### config.mk
export PLATFORM = sky130hd
export DESIGN_NAME = batch_work_stealing_dispatcher_top
export DESIGN_NICKNAME = d
export VERILOG_FILES = /design/src/design/bwsd_pkg.sv /design/src/design/bwsd_alu.sv /design/src/design/bwsd_cnt_ram.sv /design/src/design/bwsd_ctrl.sv /design/src/design/batch_work_stealing_dispatcher_top.sv
export SDC_FILE = /design/constraint.sdc
export NUM_CORES = 1
export LEC_CHECK = 0
export ABC_AREA = 0
export BUFFER_PORTS_ARGS = -buffer_cell sky130_fd_sc_hd__buf_4
export CORE_ASPECT_RATIO = 0.7
export CORE_MARGIN = 3
export CORE_UTILIZATION = 61
export CTS_BUF_LIST = sky130_fd_sc_hd__clkbuf_8
export CTS_CLUSTER_DIAMETER = 120
export CTS_CLUSTER_SIZE = 28
export DETAILED_ROUTE_END_ITERATION = 12
export PLACE_DENSITY = 0.77
export SYNTH_ARGS = -nofsm -noshare
export SYNTH_HDL_FRONTEND = slang
export SYNTH_SLANG_ARGS = --single-unit
### constraint.sdc
create_clock -name clk -period 10.9 [get_ports clk]
set_input_delay 1.09 -clock clk [delete_from_list [all_inputs] [get_ports clk]]
set_output_delay 1.09 -clock clk [all_outputs]
set_load 0.03 [all_outputs]
### src/design/bwsd_pkg.sv
// Package for the batch work-stealing dispatcher: field widths, codes, types.
// No dependencies; imported by every module of the block.
package bwsd_pkg;

	localparam int MAX_WORKERS_DEF = 16;

	localparam int TOTAL_W     = 31;
	localparam int BATCH_W     = 16;
	localparam int AWK_W       = 5;
	localparam int WORKER_W    = 4;
	localparam int LEN_W       = 16;
	localparam int VIC_W       = 4;
	localparam int CNT_W       = 32;
	localparam int WCNT_W      = 7;   // effective worker count, up to MAX_WORKERS
	localparam int IN_TDATA_W  = 8;
	localparam int OUT_TDATA_W = 56;
	localparam int CFG_IDX_W   = 2;

	localparam logic [CNT_W-1:0] CNT_MAX = 32'hFFFF_FFFF;

	localparam logic [CFG_IDX_W-1:0] CFG_TOTAL   = 2'd0;
	localparam logic [CFG_IDX_W-1:0] CFG_BATCH   = 2'd1;
	localparam logic [CFG_IDX_W-1:0] CFG_WORKERS = 2'd2;

	typedef enum logic [1:0] {
		STS_STARTED = 2'd0,
		STS_OWN     = 2'd1,
		STS_STOLEN  = 2'd2,
		STS_NOWORK  = 2'd3
	} status_t;

	typedef enum logic {
		MODE_START   = 1'b0,
		MODE_REQUEST = 1'b1
	} mode_t;

	typedef enum logic {
		ALU_ADD_SAT = 1'b0,
		ALU_SUB     = 1'b1
	} alu_op_t;

	typedef enum logic [3:0] {
		CS_IDLE,
		CS_INIT,
		CS_OWN_RD,
		CS_OWN_EVAL,
		CS_SCAN,
		CS_SCAN_END,
		CS_STEAL,
		CS_LEN,
		CS_OUT
	} ctrl_state_t;

	typedef struct packed {
		logic [TOTAL_W-1:0] total;
		logic [BATCH_W-1:0] batch;   // effective, never zero
		logic [WCNT_W-1:0]  n;       // effective worker count
	} cfg_t;

	typedef struct packed {
		alu_op_t          op;
		logic [CNT_W-1:0] a;
		logic [CNT_W-1:0] b;
		logic [CNT_W-1:0] c;
	} alu_req_t;

	typedef struct packed {
		logic [CNT_W-1:0] res;
		logic             lt;
	} alu_rsp_t;

	typedef struct packed {
		status_t            status;
		logic [TOTAL_W-1:0] start_index;
		logic [LEN_W-1:0]   length;
		logic [VIC_W-1:0]   victim;
	} res_t;

endpackage

### src/design/bwsd_alu.sv
// Shared 32-bit unit: saturating add or plain subtract, plus a less-than compare.
// Depends on bwsd_pkg.
module bwsd_alu (
	input  bwsd_pkg::alu_req_t req,
	output bwsd_pkg::alu_rsp_t rsp
);
	import bwsd_pkg::*;

	logic [CNT_W:0] sum;

	assign sum = {1'b0, req.a} + {1'b0, req.b};

	always_comb begin
		unique case (req.op)
			ALU_ADD_SAT: rsp.res = sum[CNT_W] ? CNT_MAX : sum[CNT_W-1:0];
			ALU_SUB:     rsp.res = req.a - req.b;
			default:     rsp.res = req.a - req.b;
		endcase
		rsp.lt = req.a < req.c;
	end

endmodule

### src/design/bwsd_cnt_ram.sv
// Per-worker counter memory: one write and one registered read port.
// Entries not yet written read as zero (valid bits cleared by reset).
// Depends on bwsd_pkg.
module bwsd_cnt_ram #(
	parameter int DEPTH = bwsd_pkg::MAX_WORKERS_DEF,
	parameter int AW    = $clog2(DEPTH)
) (
	input  logic                     clk,
	input  logic                     arst_n,
	input  logic                     we,
	input  logic [AW-1:0]            waddr,
	input  logic [bwsd_pkg::CNT_W-1:0] wdata,
	input  logic [AW-1:0]            raddr,
	output logic [bwsd_pkg::CNT_W-1:0] rdata
);
	import bwsd_pkg::*;

	logic [CNT_W-1:0] mem [DEPTH];
	logic [DEPTH-1:0] valid_q;
	logic [CNT_W-1:0] rdata_q;

	always_ff @(posedge clk or negedge arst_n) begin
		if (!arst_n) begin
			valid_q <= '0;
		end else if (we) begin
			valid_q[waddr] <= 1'b1;
		end
	end

	always_ff @(posedge clk) begin
		if (we) begin
			mem[waddr] <= wdata;
		end
	end

	always_ff @(posedge clk) begin
		rdata_q <= valid_q[raddr] ? mem[raddr] : '0;
	end

	assign rdata = rdata_q;

endmodule

### src/design/bwsd_ctrl.sv
// Sequencer: start sweep, own-counter attempt, min-counter scan, steal, length clip.
// Drives the shared ALU and the counter memory. Depends on bwsd_pkg.
module bwsd_ctrl #(
	parameter int MAX_WORKERS = bwsd_pkg::MAX_WORKERS_DEF,
	parameter int AW          = $clog2(MAX_WORKERS)
) (
	input  logic                          clk,
	input  logic                          arst_n,
	input  bwsd_pkg::cfg_t                cfg,
	input  logic                          in_valid,
	output logic                          in_ready,
	input  logic                          in_mode,
	input  logic [bwsd_pkg::WORKER_W-1:0] in_worker,
	output logic                          res_valid,
	output bwsd_pkg::res_t                res,
	input  logic                          out_free,
	output logic                          ram_we,
	output logic [AW-1:0]                 ram_waddr,
	output logic [bwsd_pkg::CNT_W-1:0]    ram_wdata,
	output logic [AW-1:0]                 ram_raddr,
	input  logic [bwsd_pkg::CNT_W-1:0]    ram_rdata,
	output bwsd_pkg::alu_req_t            alu_req,
	input  bwsd_pkg::alu_rsp_t            alu_rsp
);
	import bwsd_pkg::*;

	ctrl_state_t         state_q, state_d;
	logic [WORKER_W-1:0] worker_q;
	logic [CNT_W-1:0]    step_q;
	logic [AW-1:0]       idx_q;
	logic [CNT_W-1:0]    acc_q;
	logic                cmp_vld_q;
	logic [AW-1:0]       cmp_idx_q;
	logic [CNT_W-1:0]    min_q;
	logic [AW-1:0]       minidx_q;
	logic [CNT_W-1:0]    cnt_q;
	status_t             sts_q;
	logic [VIC_W-1:0]    vic_q;
	logic [LEN_W-1:0]    len_q;

	logic             accept;
	logic             own_ok;
	logic             init_last;
	logic             scan_last;
	logic [CNT_W-1:0] total_ext;
	logic [LEN_W-1:0] clip_len;

	assign accept    = in_valid && in_ready;
	assign total_ext = {1'b0, cfg.total};
	assign own_ok    = 32'(in_worker) < 32'(cfg.n);
	assign init_last = 32'(idx_q) == 32'(MAX_WORKERS) - 32'd1;
	assign scan_last = (32'(idx_q) + 32'd1) >= 32'(cfg.n);
	// remaining items vs. batch size; alu_rsp.res holds total - index in CS_LEN
	assign clip_len  = ((|alu_rsp.res[CNT_W-1:LEN_W]) || (alu_rsp.res[LEN_W-1:0] > cfg.batch))
		? cfg.batch : alu_rsp.res[LEN_W-1:0];

	always_ff @(posedge clk or negedge arst_n) begin
		if (!arst_n) begin
			state_q <= CS_IDLE;
		end else begin
			state_q <= state_d;
		end
	end

	always_comb begin
		state_d   = state_q;
		in_ready  = 1'b0;
		res_valid = 1'b0;
		ram_we    = 1'b0;
		ram_waddr = idx_q;
		ram_wdata = alu_rsp.res;
		ram_raddr = idx_q;
		alu_req   = '{op: ALU_ADD_SAT, a: ram_rdata, b: step_q, c: total_ext};
		unique case (state_q)
			CS_IDLE: begin
				in_ready = 1'b1;
				if (in_valid) begin
					if (mode_t'(in_mode) == MODE_START) state_d = CS_INIT;
					else if (own_ok)                    state_d = CS_OWN_RD;
					else                                state_d = CS_SCAN;
				end
			end
			CS_INIT: begin
				ram_we    = 1'b1;
				ram_wdata = (32'(idx_q) < 32'(cfg.n)) ? acc_q : '0;
				alu_req   = '{op: ALU_ADD_SAT, a: acc_q, b: {16'b0, cfg.batch}, c: total_ext};
				if (init_last) state_d = CS_OUT;
			end
			CS_OWN_RD: begin
				ram_raddr = AW'(worker_q);
				state_d   = CS_OWN_EVAL;
			end
			CS_OWN_EVAL: begin
				ram_we    = 1'b1;
				ram_waddr = AW'(worker_q);
				state_d   = alu_rsp.lt ? CS_LEN : CS_SCAN;
			end
			CS_SCAN: begin
				alu_req = '{op: ALU_ADD_SAT, a: ram_rdata, b: step_q, c: min_q};
				if (scan_last) state_d = CS_SCAN_END;
			end
			CS_SCAN_END: begin
				alu_req = '{op: ALU_ADD_SAT, a: ram_rdata, b: step_q, c: min_q};
				state_d = CS_STEAL;
			end
			CS_STEAL: begin
				alu_req   = '{op: ALU_ADD_SAT, a: min_q, b: step_q, c: total_ext};
				ram_we    = 1'b1;
				ram_waddr = minidx_q;
				state_d   = alu_rsp.lt ? CS_LEN : CS_OUT;
			end
			CS_LEN: begin
				alu_req = '{op: ALU_SUB, a: total_ext, b: cnt_q, c: total_ext};
				state_d = CS_OUT;
			end
			CS_OUT: begin
				res_valid = out_free;
				if (out_free) state_d = CS_IDLE;
			end
			default: state_d = CS_IDLE;
		endcase
	end

	always_ff @(posedge clk or negedge arst_n) begin
		if (!arst_n) begin
			cmp_vld_q <= 1'b0;
		end else begin
			cmp_vld_q <= (state_q == CS_SCAN);
		end
	end

	always_ff @(posedge clk) begin
		cmp_idx_q <= idx_q;
		if (accept) begin
			worker_q <= in_worker;
			step_q   <= {25'b0, cfg.n} * {16'b0, cfg.batch};
			idx_q    <= '0;
			acc_q    <= '0;
		end
		// min search over returning read data; lowest index wins ties
		if (cmp_vld_q && ((cmp_idx_q == '0) || alu_rsp.lt)) begin
			min_q    <= ram_rdata;
			minidx_q <= cmp_idx_q;
		end
		unique case (state_q)
			CS_INIT: begin
				acc_q <= alu_rsp.res;
				idx_q <= idx_q + AW'(1);
				sts_q <= STS_STARTED;
				cnt_q <= '0;
				len_q <= '0;
				vic_q <= '0;
			end
			CS_OWN_EVAL: begin
				cnt_q <= ram_rdata;
				sts_q <= STS_OWN;
				vic_q <= worker_q;
				idx_q <= '0;
			end
			CS_SCAN: begin
				idx_q <= idx_q + AW'(1);
			end
			CS_STEAL: begin
				if (alu_rsp.lt) begin
					cnt_q <= min_q;
					sts_q <= STS_STOLEN;
					vic_q <= VIC_W'(minidx_q);
				end else begin
					cnt_q <= '0;
					sts_q <= STS_NOWORK;
					vic_q <= '0;
					len_q <= '0;
				end
			end
			CS_LEN: begin
				len_q <= clip_len;
			end
			default: ;
		endcase
	end

	assign res = '{status: sts_q, start_index: cnt_q[TOTAL_W-1:0], length: len_q,
		victim: vic_q};

endmodule

### src/design/batch_work_stealing_dispatcher_top.sv
// Batch work-stealing dispatcher, top level: config registers, output register,
// sequencer, shared ALU and counter memory. Depends on bwsd_pkg and submodules.
// A start word writes every counter across all MAX_WORKERS entries (one counter
// written per cycle); an own grant reads and updates the worker's own counter; a
// steal or no-work result follows a min scan over the active workers (one counter
// read per cycle). One word in flight; ready again in the cycle after the result is taken into the output register.
// Reset: async active low; counters read as zero, total 0, batch 1, workers 1.
module batch_work_stealing_dispatcher_top #(
	parameter int MAX_WORKERS = bwsd_pkg::MAX_WORKERS_DEF
) (
	input  logic                               clk,
	input  logic                               arst_n,
	// input stream
	input  logic                               s_tvalid,
	output logic                               s_tready,
	input  logic [bwsd_pkg::IN_TDATA_W-1:0]    s_tdata,   // [3:0] worker, [7:4] zero
	input  logic                               s_tuser,   // [0] mode
	// result stream
	output logic                               m_tvalid,
	input  logic                               m_tready,
	output logic [bwsd_pkg::OUT_TDATA_W-1:0]   m_tdata,   // [30:0] start_index,
	                                                      // [46:31] length,
	                                                      // [50:47] victim, [55:51] zero
	output logic [1:0]                         m_tuser,   // [1:0] status
	// configuration write channel
	input  logic                               cfg_valid,
	output logic                               cfg_ready,
	input  logic [bwsd_pkg::CFG_IDX_W-1:0]     cfg_index,
	input  logic [bwsd_pkg::TOTAL_W-1:0]       cfg_data
);
	import bwsd_pkg::*;

	localparam int AW = $clog2(MAX_WORKERS);

	logic [TOTAL_W-1:0] total_q;
	logic [BATCH_W-1:0] batch_q;
	logic [AWK_W-1:0]   workers_q;
	cfg_t               cfg;

	logic     out_vld_q;
	res_t     out_q;
	logic     out_free;
	logic     res_valid;
	res_t     res;

	logic             ram_we;
	logic [AW-1:0]    ram_waddr;
	logic [CNT_W-1:0] ram_wdata;
	logic [AW-1:0]    ram_raddr;
	logic [CNT_W-1:0] ram_rdata;
	alu_req_t         alu_req;
	alu_rsp_t         alu_rsp;

	// config registers, always writable; the user must write them only while idle, the block itself does not enforce it
	assign cfg_ready = 1'b1;

	always_ff @(posedge clk or negedge arst_n) begin
		if (!arst_n) begin
			total_q   <= '0;
			batch_q   <= BATCH_W'(1);
			workers_q <= AWK_W'(1);
		end else if (cfg_valid) begin
			unique case (cfg_index)
				CFG_TOTAL:   total_q   <= cfg_data;
				CFG_BATCH:   batch_q   <= cfg_data[BATCH_W-1:0];
				CFG_WORKERS: workers_q <= cfg_data[AWK_W-1:0];
				default: ;
			endcase
		end
	end

	// effective values: zero batch/workers act as one, workers clamp to MAX_WORKERS
	always_comb begin
		cfg.total = total_q;
		cfg.batch = (batch_q == '0) ? BATCH_W'(1) : batch_q;
		if (workers_q == '0)
			cfg.n = WCNT_W'(1);
		else if (32'(workers_q) > 32'(MAX_WORKERS))
			cfg.n = WCNT_W'(MAX_WORKERS);
		else
			cfg.n = WCNT_W'(workers_q);
	end

	// output register decouples the sequencer from the sink
	assign out_free = !out_vld_q || m_tready;

	always_ff @(posedge clk or negedge arst_n) begin
		if (!arst_n) begin
			out_vld_q <= 1'b0;
		end else if (res_valid) begin
			out_vld_q <= 1'b1;
		end else if (m_tready) begin
			out_vld_q <= 1'b0;
		end
	end

	always_ff @(posedge clk) begin
		if (res_valid) begin
			out_q <= res;
		end
	end

	assign m_tvalid = out_vld_q;
	assign m_tuser  = out_q.status;
	assign m_tdata  = {5'b0, out_q.victim, out_q.length, out_q.start_index};

	bwsd_ctrl #(
		.MAX_WORKERS (MAX_WORKERS),
		.AW          (AW)
	) u_ctrl (
		.clk       (clk),
		.arst_n    (arst_n),
		.cfg       (cfg),
		.in_valid  (s_tvalid),
		.in_ready  (s_tready),
		.in_mode   (s_tuser),
		.in_worker (s_tdata[WORKER_W-1:0]),
		.res_valid (res_valid),
		.res       (res),
		.out_free  (out_free),
		.ram_we    (ram_we),
		.ram_waddr (ram_waddr),
		.ram_wdata (ram_wdata),
		.ram_raddr (ram_raddr),
		.ram_rdata (ram_rdata),
		.alu_req   (alu_req),
		.alu_rsp   (alu_rsp)
	);

	bwsd_alu u_alu (
		.req (alu_req),
		.rsp (alu_rsp)
	);

	bwsd_cnt_ram #(
		.DEPTH (MAX_WORKERS),
		.AW    (AW)
	) u_ram (
		.clk    (clk),
		.arst_n (arst_n),
		.we     (ram_we),
		.waddr  (ram_waddr),
		.wdata  (ram_wdata),
		.raddr  (ram_raddr),
		.rdata  (ram_rdata)
	);

	// upper pad bits of the input word carry nothing
	logic unused_pad;
	assign unused_pad = |s_tdata[IN_TDATA_W-1:WORKER_W];

endmodule

==> results by group <==
Power
  • Clock share of power: 0.085
  • Sequential power share: 0.379
  • Maximum VDD drop: 0.000342 V
  • Internal power: 8.09 mW
  • Sw frac: 0.442
  • Pwr dens: ~340 mW/mm^2
  • Combinational share of power: 0.537
  • Static leakage power: 15.9 nW
  • P_sw: between 6 and 7 mW

Clock network
  • Post-CTS Hold Buffers: 0
  • H-tree levels: 2
  • Clock sinks: roughly 830
  • Max clock buf depth: 3
  • Cts bufs inserted: 35
  • Setup bufs post-CTS: 0
  • Worst-path clk slew: 0.17 ns
  • Worst-Skew Late Latency: 0.74 ns
  • Root buf cell: clkbuf_8
  • Resized Gates After CTS: 0
  • CTS tree: done

Floorplan
  • Num ports: around 110
  • Core ar.: ~0.064 sq mm
  • Die width: 312 um
  • Die height: 220 um
  • Die ar.: between 0.06 and 0.07 sq mm
  • # rows: 77
  • Starting Density: 0.624

Worst setup path
  • Reg2Reg Setup Slack: 2.06 ns
  • Crit path top cell by count: buf_4
  • Crit. End Element: register
  • Setup Crit Path Kind: reg2reg
  • Crit path largest cell delay: 0.65 ns
  • Number of cells on the worst reg-to-reg path: 31
  • CP max stage cell: a2111oi_0
  • Crit Path Max Fanout: 40
  • Crit path DAT: 9.38 ns
  • Crit path launch: u_ctrl.state_q[0]$_DFFE_PN0P_
  • FF-to-FF End: u_ctrl.len_q[13]$_SDFFCE_PP0P_
  • Worst r2r src: u_ctrl.state_q[0]$_DFFE_PN0P_
  • CP startpoint kind: register
  • CP required: 11.44 ns
  • Crit path capture: u_ctrl.len_q[13]$_SDFFCE_PP0P_

Layout
  • NumNets Final: 3206
  • Share of cells above drive strength 1: 0.156
  • Finished Layout Cells: 3858
  • Inserted Diodes: 0
  • Synth-to-Final Area Change: 6.29%

Route
  • Number of DRC markers in iteration 0: about 3800
  • WL/cell: 28.5 um
  • Number of remaining DRC errors: 0
  • Number of vias per cell: 6.72
  • Post-route ant nets: 0
  • Drt total wl: 110000 um
  • Detailed Routing Iterations Pass 1: 6
  • Via count: 25900

Synth
  • Synth warn: 0
  • Syn_area_per_cell: roughly 14 sq um
  • Post-synth cell types: 91
  • Post-Syn Area: 0.0399 sq mm
  • Syn Inst Count: 2923
  • EDFF count, synth: 716
  • Main synth FF type: edfxtp_1
  • Register bit total from synthesis: 826
  • Sequential fraction of the synthesis area: 0.603
  • Ys async rst share: 0.0896

Global route
  • Total grt overflow: 0
  • Vias in the first global route: 25100
  • First-pass GRT wire length: between 150000 and 200000 um
  • Largest net degree at the start of global routing: 94
  • Total Routing Usage GR: 0.322
  • Initial antenna violation count: 1

Placed design
  • Placer Congestion: 0.962
  • Buffers on Ports: 97
  • Placed cells: 3795
  • DP HPWL: 72300 um

STA
  • Final setup violation count: 0
  • Pins Over Slew Limit: 0
  • Max frequency: 113 MHz
  • Slew HR: 0.0816
  • Setup TNS: 0 ns
  • Final Hold Fails: 0
  • Clock skew: 0.0773 ns
  • Worst Tran Pin Value: 1.38 ns
  • RSZ-0062 raised after global routing: false
  • Min Tclk post-route: 8.84 ns
  • Final Cycle Share: 0.811

Run status
  • Status: complete, no violations

Flow run
  • # Max-Cap Violations: 0

Hold path
  • Worst Hold Class: in2async
cell families (layout without fill, tap and decap cells):
kind of cell | count (synthesis) | in the layout | synth area share
buffers and inverters | 308 | 370 | 0.0312
adders and majority gates | 196 | 196 | 0.0697
xor gates and xnor gates | 31 | 31 | 0.00680
DFF | 826 | 826 | 0.603
muxes | 269 | 269 | 0.110
AOI/OAI and AO/OA | 496 | 496 | 0.0891
and+or+nand+nor | 795 | 795 | 0.0898
other | 2 | 6 | 0.000188
registers in the layout, indices dropped and copies added, names as in the netlist, 2 cells and up:
| register | count |
|---|---|
| u_ctrl.worker_q | 4 |
| u_ctrl.sts_q | 2 |
| u_ctrl.cnt_q | 32 |
| m_tdata | 51 |
| u_ctrl.vic_q | 4 |
| workers_q | 5 |
| m_tuser | 2 |
| u_ctrl.state_q | 4 |
| u_ctrl.acc_q | 32 |
| u_ram.mem | 512 |
| u_ctrl.step_q | 21 |
| u_ram.rdata | 32 |
| u_ctrl.min_q | 32 |
| u_ctrl.minidx_q | 4 |
| batch_q | 16 |
| u_ram.valid_q | 16 |
| u_ctrl.cmp_idx_q | 4 |
| u_ctrl.len_q | 16 |
| total_q | 31 |
| u_ctrl.idx_q | 4 |
cell type report:
cell class                      count  area, sq um
Clock inverter                     28          129
Fill cell                        4636        21500
Multi-Input combinational cell   1793        14900
Timing Repair Buffer              165         1260
Inverter                          142          533
Tap cell                          869         1090
Sequential cell                   826        24100
Clock buffer                       35          482
placed cells by master (no fill, tap or decap), drive strengths merged, types with 29 or more instances in the layout:
cell type  synthesis  routed
mux4             132     132
o211a             34      34
inv              141     168
o211ai            49      49
nand2            398     398
nor3              46      46
buf               35     165
nand3             53      53
mux2              54      54
ha               152     152
a22o              38      38
fa                44      44
a21o              36      36
mux2i             83      83
dfxtp             36      36
clkbuf           131      35
nor2             143     143
o22ai             29      29
a21oi            100     100
edfxtp           716     716
o21ai             58      58
dfrtp             72      72
power groups by stage:
stage                     clock (mW)  combinational, mW  sequential (mW)
after CTS                       1.25               7.62             5.47
after global placement             0               7.39             5.51
after global routing            1.35               8.41             5.54
after detailed placement           0               7.58             5.55
after floorplan                    0               5.09             5.43
final                           1.23               7.78             5.49
worst min-delay path by stage:
stage,from,endpoint,depth (start not counted)
2_1_floorplan,u_ctrl.cmp_idx_q[2]$_DFF_P_,u_ctrl.minidx_q[2]$_DFFE_PP_,0
3_3_place_gp,u_ctrl.len_q[11]$_SDFFCE_PP0P_,m_tdata[42]$_DFFE_PP_,0
3_5_place_dp,u_ctrl.len_q[8]$_SDFFCE_PP0P_,m_tdata[39]$_DFFE_PP_,0
4_1_cts,arst_n,u_ctrl.cmp_vld_q$_DFF_PN0_,1
5_1_grt,arst_n,u_ctrl.state_q[2]$_DFFE_PN0P_,1
6_report,arst_n,u_ctrl.state_q[2]$_DFFE_PN0P_,1
metal layers:
| metal | global-route usage | wire [um] | vias to the layer above |
|---|---|---|---|
| met5 | 0 | 0 | - |
| met4 | 0.0812 | 2540 | 0 |
| met3 | 0.0689 | 13200 | 169 |
| met2 | 0.466 | 47600 | 1569 |
| met1 | 0.502 | 46700 | 13100 |
| li1 | - | - | 11000 |
metrics by stage:
stage	total power, mW	area, sq um	hold slack, ns	util	worst slack (ns)
after detailed placement	13.1	41800	0.405	0.654	2.49
after floorplan	10.5	40000	0.400	-	3.61
after global routing	15.3	42500	0.281	0.664	1.87
after global placement	12.9	41800	0.402	0.654	2.48
final	14.5	42500	0.301	0.664	2.06
after CTS	14.3	42500	0.267	0.664	2.36
cell usage after synthesis, drive strengths merged, types with 7 or more instances:
master | count | share of area
inv | 141 | 0.013
and3 | 7 | 0.0011
nor4 | 13 | 0.0022
edfxtp | 716 | 0.54
fa | 44 | 0.022
o22a | 7 | 0.0015
xnor2 | 25 | 0.0055
nand2b | 23 | 0.0036
mux4 | 132 | 0.074
nor3 | 46 | 0.0059
nor2 | 143 | 0.013
or2 | 24 | 0.0038
a22o | 38 | 0.0083
clkbuf | 131 | 0.012
mux2i | 83 | 0.021
o211a | 34 | 0.0085
o31ai | 11 | 0.0022
o22ai | 29 | 0.0045
o21bai | 14 | 0.0026
o211ai | 49 | 0.0092
a211oi | 11 | 0.0021
o21ai | 58 | 0.0075
a31oi | 13 | 0.0028
ha | 152 | 0.048
a22oi | 16 | 0.0030
o21a | 19 | 0.0036
nand4 | 15 | 0.0023
dfxtp | 36 | 0.018
a21o | 36 | 0.0068
a221oi | 12 | 0.0026
nor2b | 18 | 0.0028
buf | 35 | 0.0055
nand3 | 53 | 0.0066
nand2 | 398 | 0.037
a21oi | 100 | 0.013
and2 | 17 | 0.0027
or3 | 10 | 0.0016
mux2 | 54 | 0.015
dfrtp | 72 | 0.045
critical path, delay by kind of cell, from the launching register on:
family,cells,cell delay (ns)
adder cells (fa/ha/maj),2,0.92
AO/OA/AOI/OAI,13,3.42
multiplexers,1,0.26
flip-flops,1,0.45
buffers and inverters,7,1.86
AND/OR/NAND/NOR,8,1.68
Power figures use the tool's default switching activity.
